[src/ed_pkg.sv]
package ed_pkg;

  // Element and result field widths
  localparam int ELEM_BITS = 16;
  localparam int FRAC_BITS = 8;
  localparam int MAX_DIM   = 64;
  localparam int SUM_W     = 38;
  localparam int DIST_W    = 27;
  localparam int ACC_W     = 39;

  // Derived datapath widths
  localparam int DIFF_W = ELEM_BITS + 1;
  localparam int PROD_W = 2 * DIFF_W;
  localparam int SQ_W   = 2 * ELEM_BITS;
  localparam int CNT_W  = $clog2(MAX_DIM + 1);
  localparam int RAD_W  = 2 * DIST_W;
  localparam int REM_W  = DIST_W + 3;
  localparam int ITER_W = $clog2(DIST_W);

  // Stream payload widths
  localparam int IN_DATA_W  = ((2 * ELEM_BITS + 7) / 8) * 8;
  localparam int OUT_DATA_W = ((SUM_W + DIST_W + 7) / 8) * 8;

  // Saturation bound of the sum of squares
  localparam longint unsigned ELEM_SPAN = (64'd1 << ELEM_BITS) - 64'd1;
  localparam logic [SUM_W-1:0] SAT_SUM =
    SUM_W'(longint'(MAX_DIM) * ELEM_SPAN * ELEM_SPAN);

  typedef enum logic [1:0] {
    ST_ACC,
    ST_DRAIN,
    ST_ROOT,
    ST_OUT
  } ed_state_t;

  // Controller to datapath
  typedef struct packed {
    logic take;
    logic root_start;
    logic root_run;
  } ed_cmd_t;

  // Datapath to controller
  typedef struct packed {
    logic pipe_busy;
    logic root_last;
  } ed_status_t;

endpackage

[src/ed_ctrl.sv]
module ed_ctrl
  import ed_pkg::*;
(
  input  logic       clk,
  input  logic       rst,
  input  logic       s_tvalid,
  input  logic       s_tlast,
  output logic       s_tready,
  output logic       m_tvalid,
  input  logic       m_tready,
  output ed_cmd_t    cmd,
  input  ed_status_t status
);

  ed_state_t state;
  ed_state_t state_next;

  // State register
  always_ff @(posedge clk) begin
    if (rst) begin
      state <= ST_ACC;
    end else begin
      state <= state_next;
    end
  end

  // Next state and commands
  always_comb begin
    state_next     = state;
    s_tready       = 1'b0;
    m_tvalid       = 1'b0;
    cmd.take       = 1'b0;
    cmd.root_start = 1'b0;
    cmd.root_run   = 1'b0;
    case (state)
      ST_ACC: begin
        s_tready = 1'b1;
        cmd.take = s_tvalid;
        if (s_tvalid && s_tlast) begin
          state_next = ST_DRAIN;
        end
      end
      ST_DRAIN: begin
        if (!status.pipe_busy) begin
          cmd.root_start = 1'b1;
          state_next     = ST_ROOT;
        end
      end
      ST_ROOT: begin
        cmd.root_run = 1'b1;
        if (status.root_last) begin
          state_next = ST_OUT;
        end
      end
      ST_OUT: begin
        m_tvalid = 1'b1;
        if (m_tready) begin
          state_next = ST_ACC;
        end
      end
      default: begin
        state_next = ST_ACC;
      end
    endcase
  end

endmodule

[src/ed_datapath.sv]
module ed_datapath
  import ed_pkg::*;
(
  input  logic                  clk,
  input  logic                  rst,
  input  logic [ELEM_BITS-1:0]  from_elem,
  input  logic [ELEM_BITS-1:0]  to_elem,
  input  ed_cmd_t               cmd,
  output ed_status_t            status,
  output logic [SUM_W-1:0]      sum_of_squares,
  output logic [DIST_W-1:0]     distance_q8,
  output logic                  too_long
);

  // Accumulation pipeline
  logic                     valid_a;
  logic signed [DIFF_W-1:0] diff_a;
  logic                     valid_b;
  logic [SQ_W-1:0]          sq_b;
  logic signed [PROD_W-1:0] prod;
  logic [ACC_W-1:0]         acc;
  logic [ACC_W-1:0]         acc_next;
  logic [CNT_W-1:0]         count;
  logic                     ovf;
  logic                     full;
  logic [SUM_W-1:0]         sum_sel;

  // Square root unit
  logic [RAD_W-1:0]  rad;
  logic [REM_W-1:0]  rem;
  logic [REM_W-1:0]  rem_sh;
  logic [REM_W-1:0]  trial;
  logic [DIST_W-1:0] root;
  logic [ITER_W-1:0] iter;

  assign full = (count == CNT_W'(MAX_DIM));
  assign prod = diff_a * diff_a;

  // Add and clamp at the saturation bound
  always_comb begin
    acc_next = acc + ACC_W'(sq_b);
    if (acc_next > ACC_W'(SAT_SUM)) begin
      acc_next = ACC_W'(SAT_SUM);
    end
  end

  // Pick the sum reported for this vector
  always_comb begin
    if (ovf || (acc > ACC_W'(SAT_SUM))) begin
      sum_sel = SAT_SUM;
    end else begin
      sum_sel = acc[SUM_W-1:0];
    end
  end

  // Difference stage: drop pairs beyond the vector limit
  always_ff @(posedge clk) begin
    if (rst) begin
      valid_a <= 1'b0;
      count   <= '0;
      ovf     <= 1'b0;
    end else if (cmd.root_start) begin
      valid_a <= 1'b0;
      count   <= '0;
      ovf     <= 1'b0;
    end else begin
      valid_a <= cmd.take && !full;
      if (cmd.take) begin
        if (full) begin
          ovf <= 1'b1;
        end else begin
          count <= count + CNT_W'(1);
        end
      end
    end
  end

  always_ff @(posedge clk) begin
    diff_a <= DIFF_W'($signed(from_elem)) - DIFF_W'($signed(to_elem));
    sq_b   <= prod[SQ_W-1:0];
  end

  // Square and accumulate stages
  always_ff @(posedge clk) begin
    if (rst) begin
      valid_b <= 1'b0;
      acc     <= '0;
    end else begin
      valid_b <= valid_a;
      if (cmd.root_start) begin
        acc <= '0;
      end else if (valid_b) begin
        acc <= acc_next;
      end
    end
  end

  assign status.pipe_busy = valid_a || valid_b;

  // One root bit per step, two radicand bits brought down each time
  assign rem_sh = {rem[REM_W-3:0], rad[RAD_W-1 -: 2]};
  assign trial  = REM_W'({root, 2'b01});

  always_ff @(posedge clk) begin
    if (rst) begin
      iter <= '0;
    end else if (cmd.root_start) begin
      iter <= '0;
    end else if (cmd.root_run) begin
      iter <= iter + ITER_W'(1);
    end
  end

  always_ff @(posedge clk) begin
    if (cmd.root_start) begin
      rad            <= RAD_W'({sum_sel, {(2 * FRAC_BITS){1'b0}}});
      rem            <= '0;
      root           <= '0;
      sum_of_squares <= sum_sel;
      too_long       <= ovf;
    end else if (cmd.root_run) begin
      rad <= {rad[RAD_W-3:0], 2'b00};
      if (rem_sh >= trial) begin
        rem  <= rem_sh - trial;
        root <= {root[DIST_W-2:0], 1'b1};
      end else begin
        rem  <= rem_sh;
        root <= {root[DIST_W-2:0], 1'b0};
      end
    end
  end

  assign status.root_last = (iter == ITER_W'(DIST_W - 1));
  assign distance_q8      = root;

endmodule

[src/euclidean_distance_unit.sv]
// Euclidean distance unit.
// Input channel (s_*): one element pair per item, from_elem in s_tdata[15:0],
// to_elem in s_tdata[31:16]; s_tlast marks the final pair of the vectors.
// Output channel (m_*): one result per vector, sum of squares in
// m_tdata[37:0], distance (floor square root, 8 fraction bits) in
// m_tdata[64:38]; m_tuser is high when more than 64 pairs arrived, in which
// case the sum reads as its saturation value.
// Within a vector, pairs are taken one per cycle through a three-stage
// subtract / square / accumulate pipeline. After the last pair, the pipeline
// drains and then the square root unit, which produces one result bit per
// cycle, runs until every bit of the distance is formed; the result is then
// presented on the output channel.
// s_tready is low from the last pair until the result is taken.
// The result holds in the output register while m_tready is low.
// Reset clears the running sum, the pair count and the overflow flag, and
// leaves the unit ready for a new vector; the state clears again when the
// square root of each vector starts.
module euclidean_distance_unit
  import ed_pkg::*;
(
  input  logic                  clk,
  input  logic                  rst,
  input  logic                  s_tvalid,
  output logic                  s_tready,
  input  logic [IN_DATA_W-1:0]  s_tdata,   // from_elem, to_elem
  input  logic                  s_tlast,   // last_elem
  output logic                  m_tvalid,
  input  logic                  m_tready,
  output logic [OUT_DATA_W-1:0] m_tdata,   // sum_of_squares, distance_q8, zero fill
  output logic                  m_tuser    // too_long
);

  ed_cmd_t             cmd;
  ed_status_t          status;
  logic [SUM_W-1:0]    sum_of_squares;
  logic [DIST_W-1:0]   distance_q8;

  ed_ctrl u_ctrl (
    .clk      (clk),
    .rst      (rst),
    .s_tvalid (s_tvalid),
    .s_tlast  (s_tlast),
    .s_tready (s_tready),
    .m_tvalid (m_tvalid),
    .m_tready (m_tready),
    .cmd      (cmd),
    .status   (status)
  );

  ed_datapath u_datapath (
    .clk            (clk),
    .rst            (rst),
    .from_elem      (s_tdata[ELEM_BITS-1:0]),
    .to_elem        (s_tdata[2*ELEM_BITS-1:ELEM_BITS]),
    .cmd            (cmd),
    .status         (status),
    .sum_of_squares (sum_of_squares),
    .distance_q8    (distance_q8),
    .too_long       (m_tuser)
  );

  // Pack the result fields, lowest first
  assign m_tdata = OUT_DATA_W'({distance_q8, sum_of_squares});

endmodule

[config.mk]
export PLATFORM = sky130hd
export DESIGN_NAME = euclidean_distance_unit
export DESIGN_NICKNAME = d
export VERILOG_FILES = /design/src/ed_pkg.sv /design/src/ed_ctrl.sv /design/src/ed_datapath.sv /design/src/euclidean_distance_unit.sv
export SDC_FILE = /design/constraint.sdc
export NUM_CORES = 1
export LEC_CHECK = 0
export BUFFER_PORTS_ARGS = -buffer_cell sky130_fd_sc_hd__buf_2
export CORE_ASPECT_RATIO = 0.75
export CORE_MARGIN = 5
export CORE_UTILIZATION = 25
export DETAILED_ROUTE_END_ITERATION = 6
export GPL_TIMING_DRIVEN = 0
export SLEW_MARGIN = 0
export SYNTH_ARGS = -nofsm -noshare
export SYNTH_HDL_FRONTEND = slang
export SYNTH_SLANG_ARGS = --single-unit
[constraint.sdc]
create_clock -name clk -period 8.7 [get_ports clk]
set_input_delay 1.74 -clock clk [delete_from_list [all_inputs] [get_ports clk]]
set_output_delay 1.74 -clock clk [all_outputs]
set_load 0.02 [all_outputs]
==> results of run 1 <==
[worst max-delay path, delay by kind of cell (launching register included)]
| family | cells | cell delay, ps |
|---|---|---|
| DFF | 1 | 380 |
| buffers and inverters | 7 | 1430 |
| AOI/OAI and AO/OA | 9 | 2360 |
| adders and majority gates | 7 | 3290 |
| xor gates and xnor gates | 1 | 270 |
| and+or+nand+nor | 1 | 140 |
[flip-flops by register name (all words and copies together), names as in the netlist]
name / flops
u_ctrl.state: 2
u_datapath.acc: 39
u_datapath.count: 7
u_datapath.diff_a: 17
u_datapath.distance_q8: 27
u_datapath.iter: 5
u_datapath.ovf: 1
u_datapath.rad: 38
u_datapath.rem: 28
u_datapath.sq_b: 31
u_datapath.sum_of_squares: 38
u_datapath.too_long: 1
u_datapath.valid_a: 1
u_datapath.valid_b: 1
[kinds of logic after synthesis]
group	Yosys count
multiplexers	80
flip-flops	236
AO/OA/AOI/OAI	388
AND/OR/NAND/NOR	590
XOR/XNOR	113
adder cells (fa/ha/maj)	424
buffers and inverters	509
other	1
[synth_stat cells, types with 26 or more instances]
cell | number | area, um^2
a21o_1 | 40 | 300.3
dfxtp_1 | 159 | 3183
a21oi_1 | 99 | 495.5
edfxtp_1 | 77 | 2312
and2_1 | 87 | 544.3
ha_1 | 166 | 2077
fa_1 | 258 | 5165
mux2_2 | 31 | 349.1
clkbuf_1 | 61 | 229.0
mux2i_1 | 49 | 490.5
xnor2_1 | 79 | 691.9
xor2_1 | 33 | 289.0
o21ai_0 | 77 | 385.4
nand2_1 | 154 | 578.1
nor2_1 | 152 | 570.6
nand3_1 | 30 | 150.1
nand2b_1 | 26 | 162.7
inv_1 | 425 | 1595
[metal layers]
layer,GRT usage (%),vias to the layer above
met5,0,-
met1,17.28,7680
li1,-,7934
met2,17.68,475
met4,1.492,0
met3,2.649,44
[layout make-up]
class / instances / area (um^2) / area share (%)
buffer: 84 / 371.6 / 1.490
clock buffer: 31 / 689.4 / 2.764
clock inverter: 15 / 183.9 / 0.7374
inverter: 425 / 1595 / 6.396
multi-input combinational: 1602 / 14610 / 58.58
sequential: 236 / 5495 / 22.03
tap: 1152 / 1441 / 5.779
timing repair buffer: 105 / 555.5 / 2.227
[path summary, 6_finish.rpt]
kind	slack, ps	to	cells past startpoint
min reg2reg	490	u_datapath.valid_b	1
min	490	u_datapath.valid_b	1
max	710	u_datapath.sq_b[31]	25
max reg2reg	710	u_datapath.sq_b[31]	25
[through the flow]
| stage | cell area (um^2) | hold WS [ps] | util [%] |
|---|---|---|---|
| after global placement | 24030 | 467.0 | 27.42 |
| after floorplan | 22070 | 411.9 | - |
| final | 24940 | 485.2 | 28.47 |
| after CTS | 24940 | 486.7 | 28.47 |
| after global routing | 24940 | 512.5 | 28.47 |
| after detailed placement | 24070 | 475.8 | 27.47 |
==> results.yml, run 1 <==
detailed_routing:
  wl_per_cell_um: 15.10
  wl_met2_um: 22780
  drc: 0
  firstDrtPassIters: 5
  detail-route-antenna-nets: 0
  met3_length_um: 4123
  dr_total_vias: 16130
  vias_per_cell: 4.420
  wl_met1_um: 27630
  routed.top_layer: "met4"
  drt_iter0_drc: 1158
  routed_wirelength_um: 55110
floorplan:
  ios: 112
  die-area_um2: 94290
  die_h_um: 267.2
  num_rows: 94
  dieWidth_um: 352.9
  coreArea_um2: 87620
  initial_utilization_pct: 25.16
timing:
  fmaxAchievable_mhz: 125.2
  fin_skew_ps: 36.42
  setup-tns-final_ps: 0
  setup_viol: 0
  relSlewSlack_pct: 37.49
  rsz0062_at_grt: "false"
  fin_crit_sh_pct: 91.81
  slew_viol_final: 0
  layout_min_cycle_time_ps: 7987
  worst_pin_slew_ps: 925.5
  setup_slack_ps: 712.6
  hold_viol: 0
yosys:
  syn_area_um2: 22050
  yosysUniqueCellTypes: 82
  syn_area_per_cell_um2: 9.417
  synthMuxAreaShare_pct: 3.808
  yosys.area_share.adder_pct: 32.85
  synth_compound_area_share_pct: 11.79
  ys.flop_type: "dfxtp_1"
  yosysWarnings: 0
  synth_cells: 2341
  async_flop_share_pct: 0
  synth_edf_count: 77
  ys_seq_area_share_pct: 24.93
  ys_ff_latch: 236
  synthXorXnorAreaFrac_pct: 4.523
  yosys.area_share.simple_pct: 13.17
  synth_top_family_by_area: "adder cells"
final_layout:
  final_nets: 2940
  layout_commonest_cell: "inv_1"
  drive_gt1_share_pct: 9.087
  layout_common_cells: "425 x inv_1, 258 x fa_1, 166 x ha_1, 159 x dfxtp_1, 154 x nand2_1"
  fin_cells: 3650
  area_delta_synth_final_pct: 13.14
  n_fill_cell: 9270
  diodes: 0
worst_setup_path:
  critPathLaunch: "u_datapath.diff_a[4]"
  crit_fanout: 10
  required_ps: 9150
  critical_path_arrival_ps: 8440
  cp_slowest_stage_delay_ps: 590
  worst_r2r_startpoint: "u_datapath.diff_a[4]"
  slowest_stage: "clkbuf_1"
  end_kind: "register"
  path_class: "reg -> reg"
  startpoint_type: "register"
clock_tree:
  post_cts_resized: 0
  worstSkewPairLatency_ps: 600
  clock_path_buffers: 3
  htree_levels: 1
  cts_buffers: 25
  cts_setup_buffers: 0
  clk_pin_slew_ps: 70
  hold_buffers: 0
  root_buffer: "clkbuf_16"
  cts_tree: "done"
  clock_sinks: 236
hold_path:
  holdCritPathClass: "reg -> reg"
  min_from: "u_datapath.valid_a"
run_status:
  status: "complete, no violations"
grt:
  grt_max_degree: 40
  grt_usage_pct: 11.63
  grt_antenna_before_repair: 2
  grt_overflow_total: 0
  grt_pass1_wl_um: 89250
  grt_pass1_vias: 16240
placement:
  place_hpwl_um: 45060
  gp_congestion: 0.8723
  pre_cts_ws_ps: 784.3
  portBuffers: 103
  dp_cells: 3604
run:
  cap_violations: 0
Power of run 1 is not shown: default switching activity piles up to over one toggle a cycle in this logic, so the estimate is an artifact.
==> inputs of run 2 (changes only) <==
--- a/config.mk
+++ b/config.mk
@@ -8,9 +8,10 @@
 export BUFFER_PORTS_ARGS = -buffer_cell sky130_fd_sc_hd__buf_2
 export CORE_ASPECT_RATIO = 0.75
 export CORE_MARGIN = 5
-export CORE_UTILIZATION = 25
+export CORE_UTILIZATION = 64
 export DETAILED_ROUTE_END_ITERATION = 6
 export GPL_TIMING_DRIVEN = 0
+export PLACE_DENSITY = 0.83
 export SLEW_MARGIN = 0
 export SYNTH_ARGS = -nofsm -noshare
 export SYNTH_HDL_FRONTEND = slang
==> run 2 against run 1 <==
Net effect: first-iteration DRC count up 13%; count of clock-buffer cells in the layout shrank 4; cell area down 4.0%; routed wire length fell by 4.1%; critical endpoint unchanged; largest cell class unchanged; highest routed layer unchanged.
==> results.yml, run 2 (synthesis results as in run 1) <==
timing:
  slew_viol_final: 0
  fin_crit_sh_pct: 86.74
  fmaxAchievable_mhz: 132.5
  relSlewSlack_pct: 39.26
  fin_skew_ps: 25.40
  layout_min_cycle_time_ps: 7546
  hold_viol: 0
  setup-tns-final_ps: 0
  worst_pin_slew_ps: 911.1
  rsz0062_at_grt: "false"
  setup_viol: 0
final_layout:
  layout_commonest_cell: "inv_1"
  layout_common_cells: "425 x inv_1, 258 x fa_1, 166 x ha_1, 159 x dfxtp_1, 154 x nand2_1"
  drive_gt1_share_pct: 8.858
  post-route-util_pct: 70.96
  final_nets: 2938
  diodes: 0
  top_register: "u_datapath.acc"
  fin_cells: 2945
  n_fill_cell: 2510
  area_delta_synth_final_pct: 8.609
  fin_area_um2: 23940
  largest_reg_flops: 39
  reg_top3: "u_datapath.acc x39, u_datapath.rad x38, u_datapath.sum_of_squares x38"
detailed_routing:
  routed_wirelength_um: 52830
  drt_iter0_drc: 1310
  firstDrtPassIters: 5
  dr_total_vias: 16860
  wl_per_cell_um: 17.94
  drc: 0
  detail-route-antenna-nets: 0
  vias_per_cell: 5.726
worst_setup_path:
  crit_family: "adder cells"
  path_class: "reg -> reg"
  worst_r2r_startpoint: "u_datapath.diff_a[5]"
  r2r-end: "u_datapath.sq_b[31]"
  end_kind: "register"
  crit_fanout: 10
  reg2reg_depth: 25
  startpoint_type: "register"
  cp_slowest_stage_delay_ps: 630
  required_ps: 9110
  cp.buffers_inverters: 8
  r2r_setup_slack_ps: 1150
  slowest_stage: "fa_1"
  critPathLaunch: "u_datapath.diff_a[5]"
  critical_path_arrival_ps: 7950
grt:
  grt_overflow_total: 0
  grt_usage_pct: 28.14
  grt_pass1_vias: 17200
  grt_pass1_wl_um: 88070
  grt_antenna_before_repair: 0
  grt_max_degree: 40
placement:
  dp_cells: 2901
  dpl_cell_area_um2: 23170
  place_hpwl_um: 42400
  gp_congestion: 0.9902
  portBuffers: 103
hold_path:
  min_from: "u_datapath.valid_a"
  hold_path_end: "u_datapath.valid_b"
  holdCritPathClass: "reg -> reg"
  hold_depth: 1
run_status:
  status: "complete, no violations"
clock_tree:
  clk_pin_slew_ps: 60
  htree_levels: 1
  post_cts_resized: 0
  cts_buffers: 24
  hold_buffers: 0
  clock_path_buffers: 3
  clock_sinks: 236
  worstSkewPairLatency_ps: 550
  cts_setup_buffers: 0
  cts_tree: "done"
  root_buffer: "clkbuf_16"
floorplan:
  ios: 112
  die-area_um2: 38300
  coreArea_um2: 33740
  die_h_um: 170.7
  dieWidth_um: 224.3
  num_rows: 58
  initial_utilization_pct: 65.33
run:
  cap_violations: 0
-- run 2: cell types whose count changed in the layout (fill, tap and decap cells not counted), sizes merged --
| cell | before | now |
|---|---|---|
| clkinv | 6 | 9 |
| clkbuf | 93 | 89 |
| inv | 428 | 427 |
| buf | 127 | 126 |
| bufinv | 3 | 2 |
| clkinvlp | 3 | 4 |
-- run 2: how the worst max path moves through the flow --
stage,endpoint,slack (ps),cells after the start
floorplan,u_datapath.sq_b[31],2300,26
global placement,u_datapath.sq_b[31],1350,24
detailed placement,u_datapath.sq_b[31],1180,26
CTS,u_datapath.sq_b[31],1150,26
global route,u_datapath.sq_b[31],720,24
finish,u_datapath.sq_b[31],1150,25
-- run 2: per-stage QoR --
stage          hold WS, ps  worst slack (ps)
3_5_place_dp         470.2              1181
3_3_place_gp         474.6              1354
4_1_cts              479.8              1153
5_1_grt              507.5             716.7
6_report             485.1              1154
2_1_floorplan        411.9              2303
-- run 2: final cells by class --
cell class / count / area [um^2] / share of cell area (%)
Buffer: 84 / 371.6 / 1.552
Clock buffer: 27 / 621.8 / 2.597
Clock inverter: 17 / 151.4 / 0.6323
Inverter: 425 / 1595 / 6.662
Multi-Input combinational cell: 1602 / 14610 / 61.02
Sequential cell: 236 / 5495 / 22.95
Tap cell: 450 / 563.0 / 2.351
Timing Repair Buffer: 104 / 535.5 / 2.237
-- run 2: routing by layer --
layer	vias to the layer above	track usage [%]	wire, um
li1	7943	-	-
met1	8152	40.05	23510
met2	663	45.15	23660
met3	105	4.957	4197
met4	0	7.753	1461
met5	-	0	0
Power of run 2 is left out for the same reason.
==> inputs of run 3 (changes only) <==
--- a/config.mk
+++ b/config.mk
@@ -8,10 +8,11 @@
 export BUFFER_PORTS_ARGS = -buffer_cell sky130_fd_sc_hd__buf_2
 export CORE_ASPECT_RATIO = 0.75
 export CORE_MARGIN = 5
-export CORE_UTILIZATION = 64
+export CORE_UTILIZATION = 65
+export CTS_BUF_LIST = sky130_fd_sc_hd__clkbuf_4
 export DETAILED_ROUTE_END_ITERATION = 6
 export GPL_TIMING_DRIVEN = 0
-export PLACE_DENSITY = 0.83
+export PLACE_DENSITY = 0.84
 export SLEW_MARGIN = 0
 export SYNTH_ARGS = -nofsm -noshare
 export SYNTH_HDL_FRONTEND = slang
==> run 3 against run 2 <==
Net effect: sequential cell count unchanged; setup slack improved by 44 ps; cell area barely moved; maximum frequency is 0.58% higher; non-clock buffer count unchanged; critical path depth up 1; global-route usage rose by 0.33 points; via count is 1.7% higher; count of clock-buffer cells in the layout increased by 63; hold slack gained 11 ps; first-iteration DRC count is 3.2% lower.
==> results.yml, run 3 (synthesis results as in run 1) <==
final_layout:
  post-route-util_pct: 71.46
  top_register: "u_datapath.acc"
  layout_common_cells: "425 x inv_1, 258 x fa_1, 166 x ha_1, 159 x dfxtp_1, 154 x nand2_1"
  reg_top3: "u_datapath.acc x39, u_datapath.rad x38, u_datapath.sum_of_squares x38"
  largest_reg_flops: 39
  fin_cells: 3008
  area_delta_synth_final_pct: 8.672
  layout_commonest_cell: "inv_1"
  drive_gt1_share_pct: 11.07
  final_nets: 2972
clock_tree:
  htree_levels: 2
  clk_pin_slew_ps: 80
  root_buffer: "clkbuf_4"
  hold_buffers: 0
  post_cts_resized: 0
  clock_path_buffers: 3
  cts_buffers: 58
  clock_sinks: 236
  worstSkewPairLatency_ps: 750
  cts_setup_buffers: 0
  cts_tree: "done"
floorplan:
  die_h_um: 169.5
  dieWidth_um: 222.7
  coreArea_um2: 33530
  ios: 112
  num_rows: 58
  die-area_um2: 37740
  initial_utilization_pct: 65.76
worst_setup_path:
  cp.buffers_inverters: 7
  crit_fanout: 10
  reg2reg_depth: 26
  crit_path_end: "u_datapath.sq_b[31]"
  slowest_stage: "fa_1"
  worst_r2r_startpoint: "u_datapath.diff_a[5]"
  crit_family: "adder cells"
  required_ps: 9310
  path_class: "reg -> reg"
  r2r-end: "u_datapath.sq_b[31]"
  end_kind: "register"
  critPathLaunch: "u_datapath.diff_a[5]"
  cp_num_cells: 26
  critical_path_arrival_ps: 8110
  cp_common_cell: "fa_1"
  startpoint_type: "register"
  r2r_setup_slack_ps: 1200
  cp_slowest_stage_delay_ps: 540
timing:
  slew_viol_final: 0
  rsz0062_at_grt: "false"
  layout_min_cycle_time_ps: 7503
  fin_skew_ps: 30.20
  fin_crit_sh_pct: 86.24
  worst_pin_slew_ps: 953.1
  relSlewSlack_pct: 36.46
  fmaxAchievable_mhz: 133.3
  hold_viol: 0
  setup_slack_ps: 1197
  setup_viol: 0
  setup-tns-final_ps: 0
grt:
  grt_pass1_wl_um: 88940
  grt_overflow_total: 0
  grt_pass1_vias: 17860
  grt_max_degree: 40
  grt_usage_pct: 28.47
  grt_antenna_before_repair: 3
placement:
  gp_congestion: 0.9734
  portBuffers: 103
  pre_cts_ws_ps: 1320
  dp_cells: 2901
  place_hpwl_um: 42560
detailed_routing:
  dr_total_vias: 17160
  firstDrtPassIters: 5
  routed_wirelength_um: 52890
  drt_iter0_drc: 1268
  drc: 0
  detail-route-antenna-nets: 0
  wl_per_cell_um: 17.58
  vias_per_cell: 5.703
run_status:
  status: "complete, no violations"
hold_path:
  holdCritPathClass: "reg -> reg"
run:
  cap_violations: 0
==> run 3: cell types whose count changed in the layout (fill, tap and decap cells not counted), sizes merged <==
cell,before,now
diode,0,1
clkbuf,89,152
bufinv,2,1
clkinvlp,4,0
clkinv,9,13
==> run 3: layout make-up <==
type	count	area (um^2)
multi-input combinational	1602	14610
fill	2504	9569
sequential	236	5495
inverter	425	1595
clock buffer	90	675.6
tap	450	563.0
timing repair buffer	104	535.5
buffer	84	371.6
clock inverter	16	108.9
antenna	1	2.502
==> run 3: worst min path at each step <==
stage | start | end | slack, ps | depth (start not counted)
after floorplan | u_datapath.diff_a[0] | u_datapath.sq_b[0] | 410 | 0
after global placement | u_datapath.valid_a | u_datapath.valid_b | 490 | 1
after CTS | u_datapath.valid_a | u_datapath.valid_b | 490 | 1
after global routing | u_datapath.valid_a | u_datapath.valid_b | 500 | 1
after detailed placement | u_datapath.valid_a | u_datapath.valid_b | 480 | 1
final | u_datapath.valid_a | u_datapath.valid_b | 500 | 1
==> run 3: routing by layer <==
layer / track usage, % / vias to the layer above / part of all wire (%)
li1: - / 8045 / -
met1: 38.77 / 8277 / 43
met2: 47.56 / 723 / 46
met3: 6.035 / 107 / 8.5
met4: 6.683 / 4 / 2.0
met5: 0 / - / 0.051
==> run 3: through the flow <==
stage | hold slack (ps) | area [um^2]
floorplan | 411.9 | 22070
global placement | 485.4 | 23150
detailed placement | 482.8 | 23170
CTS | 488.8 | 23960
global route | 501.9 | 23960
finish | 495.6 | 23960
Power of run 3 is left out for the same reason.
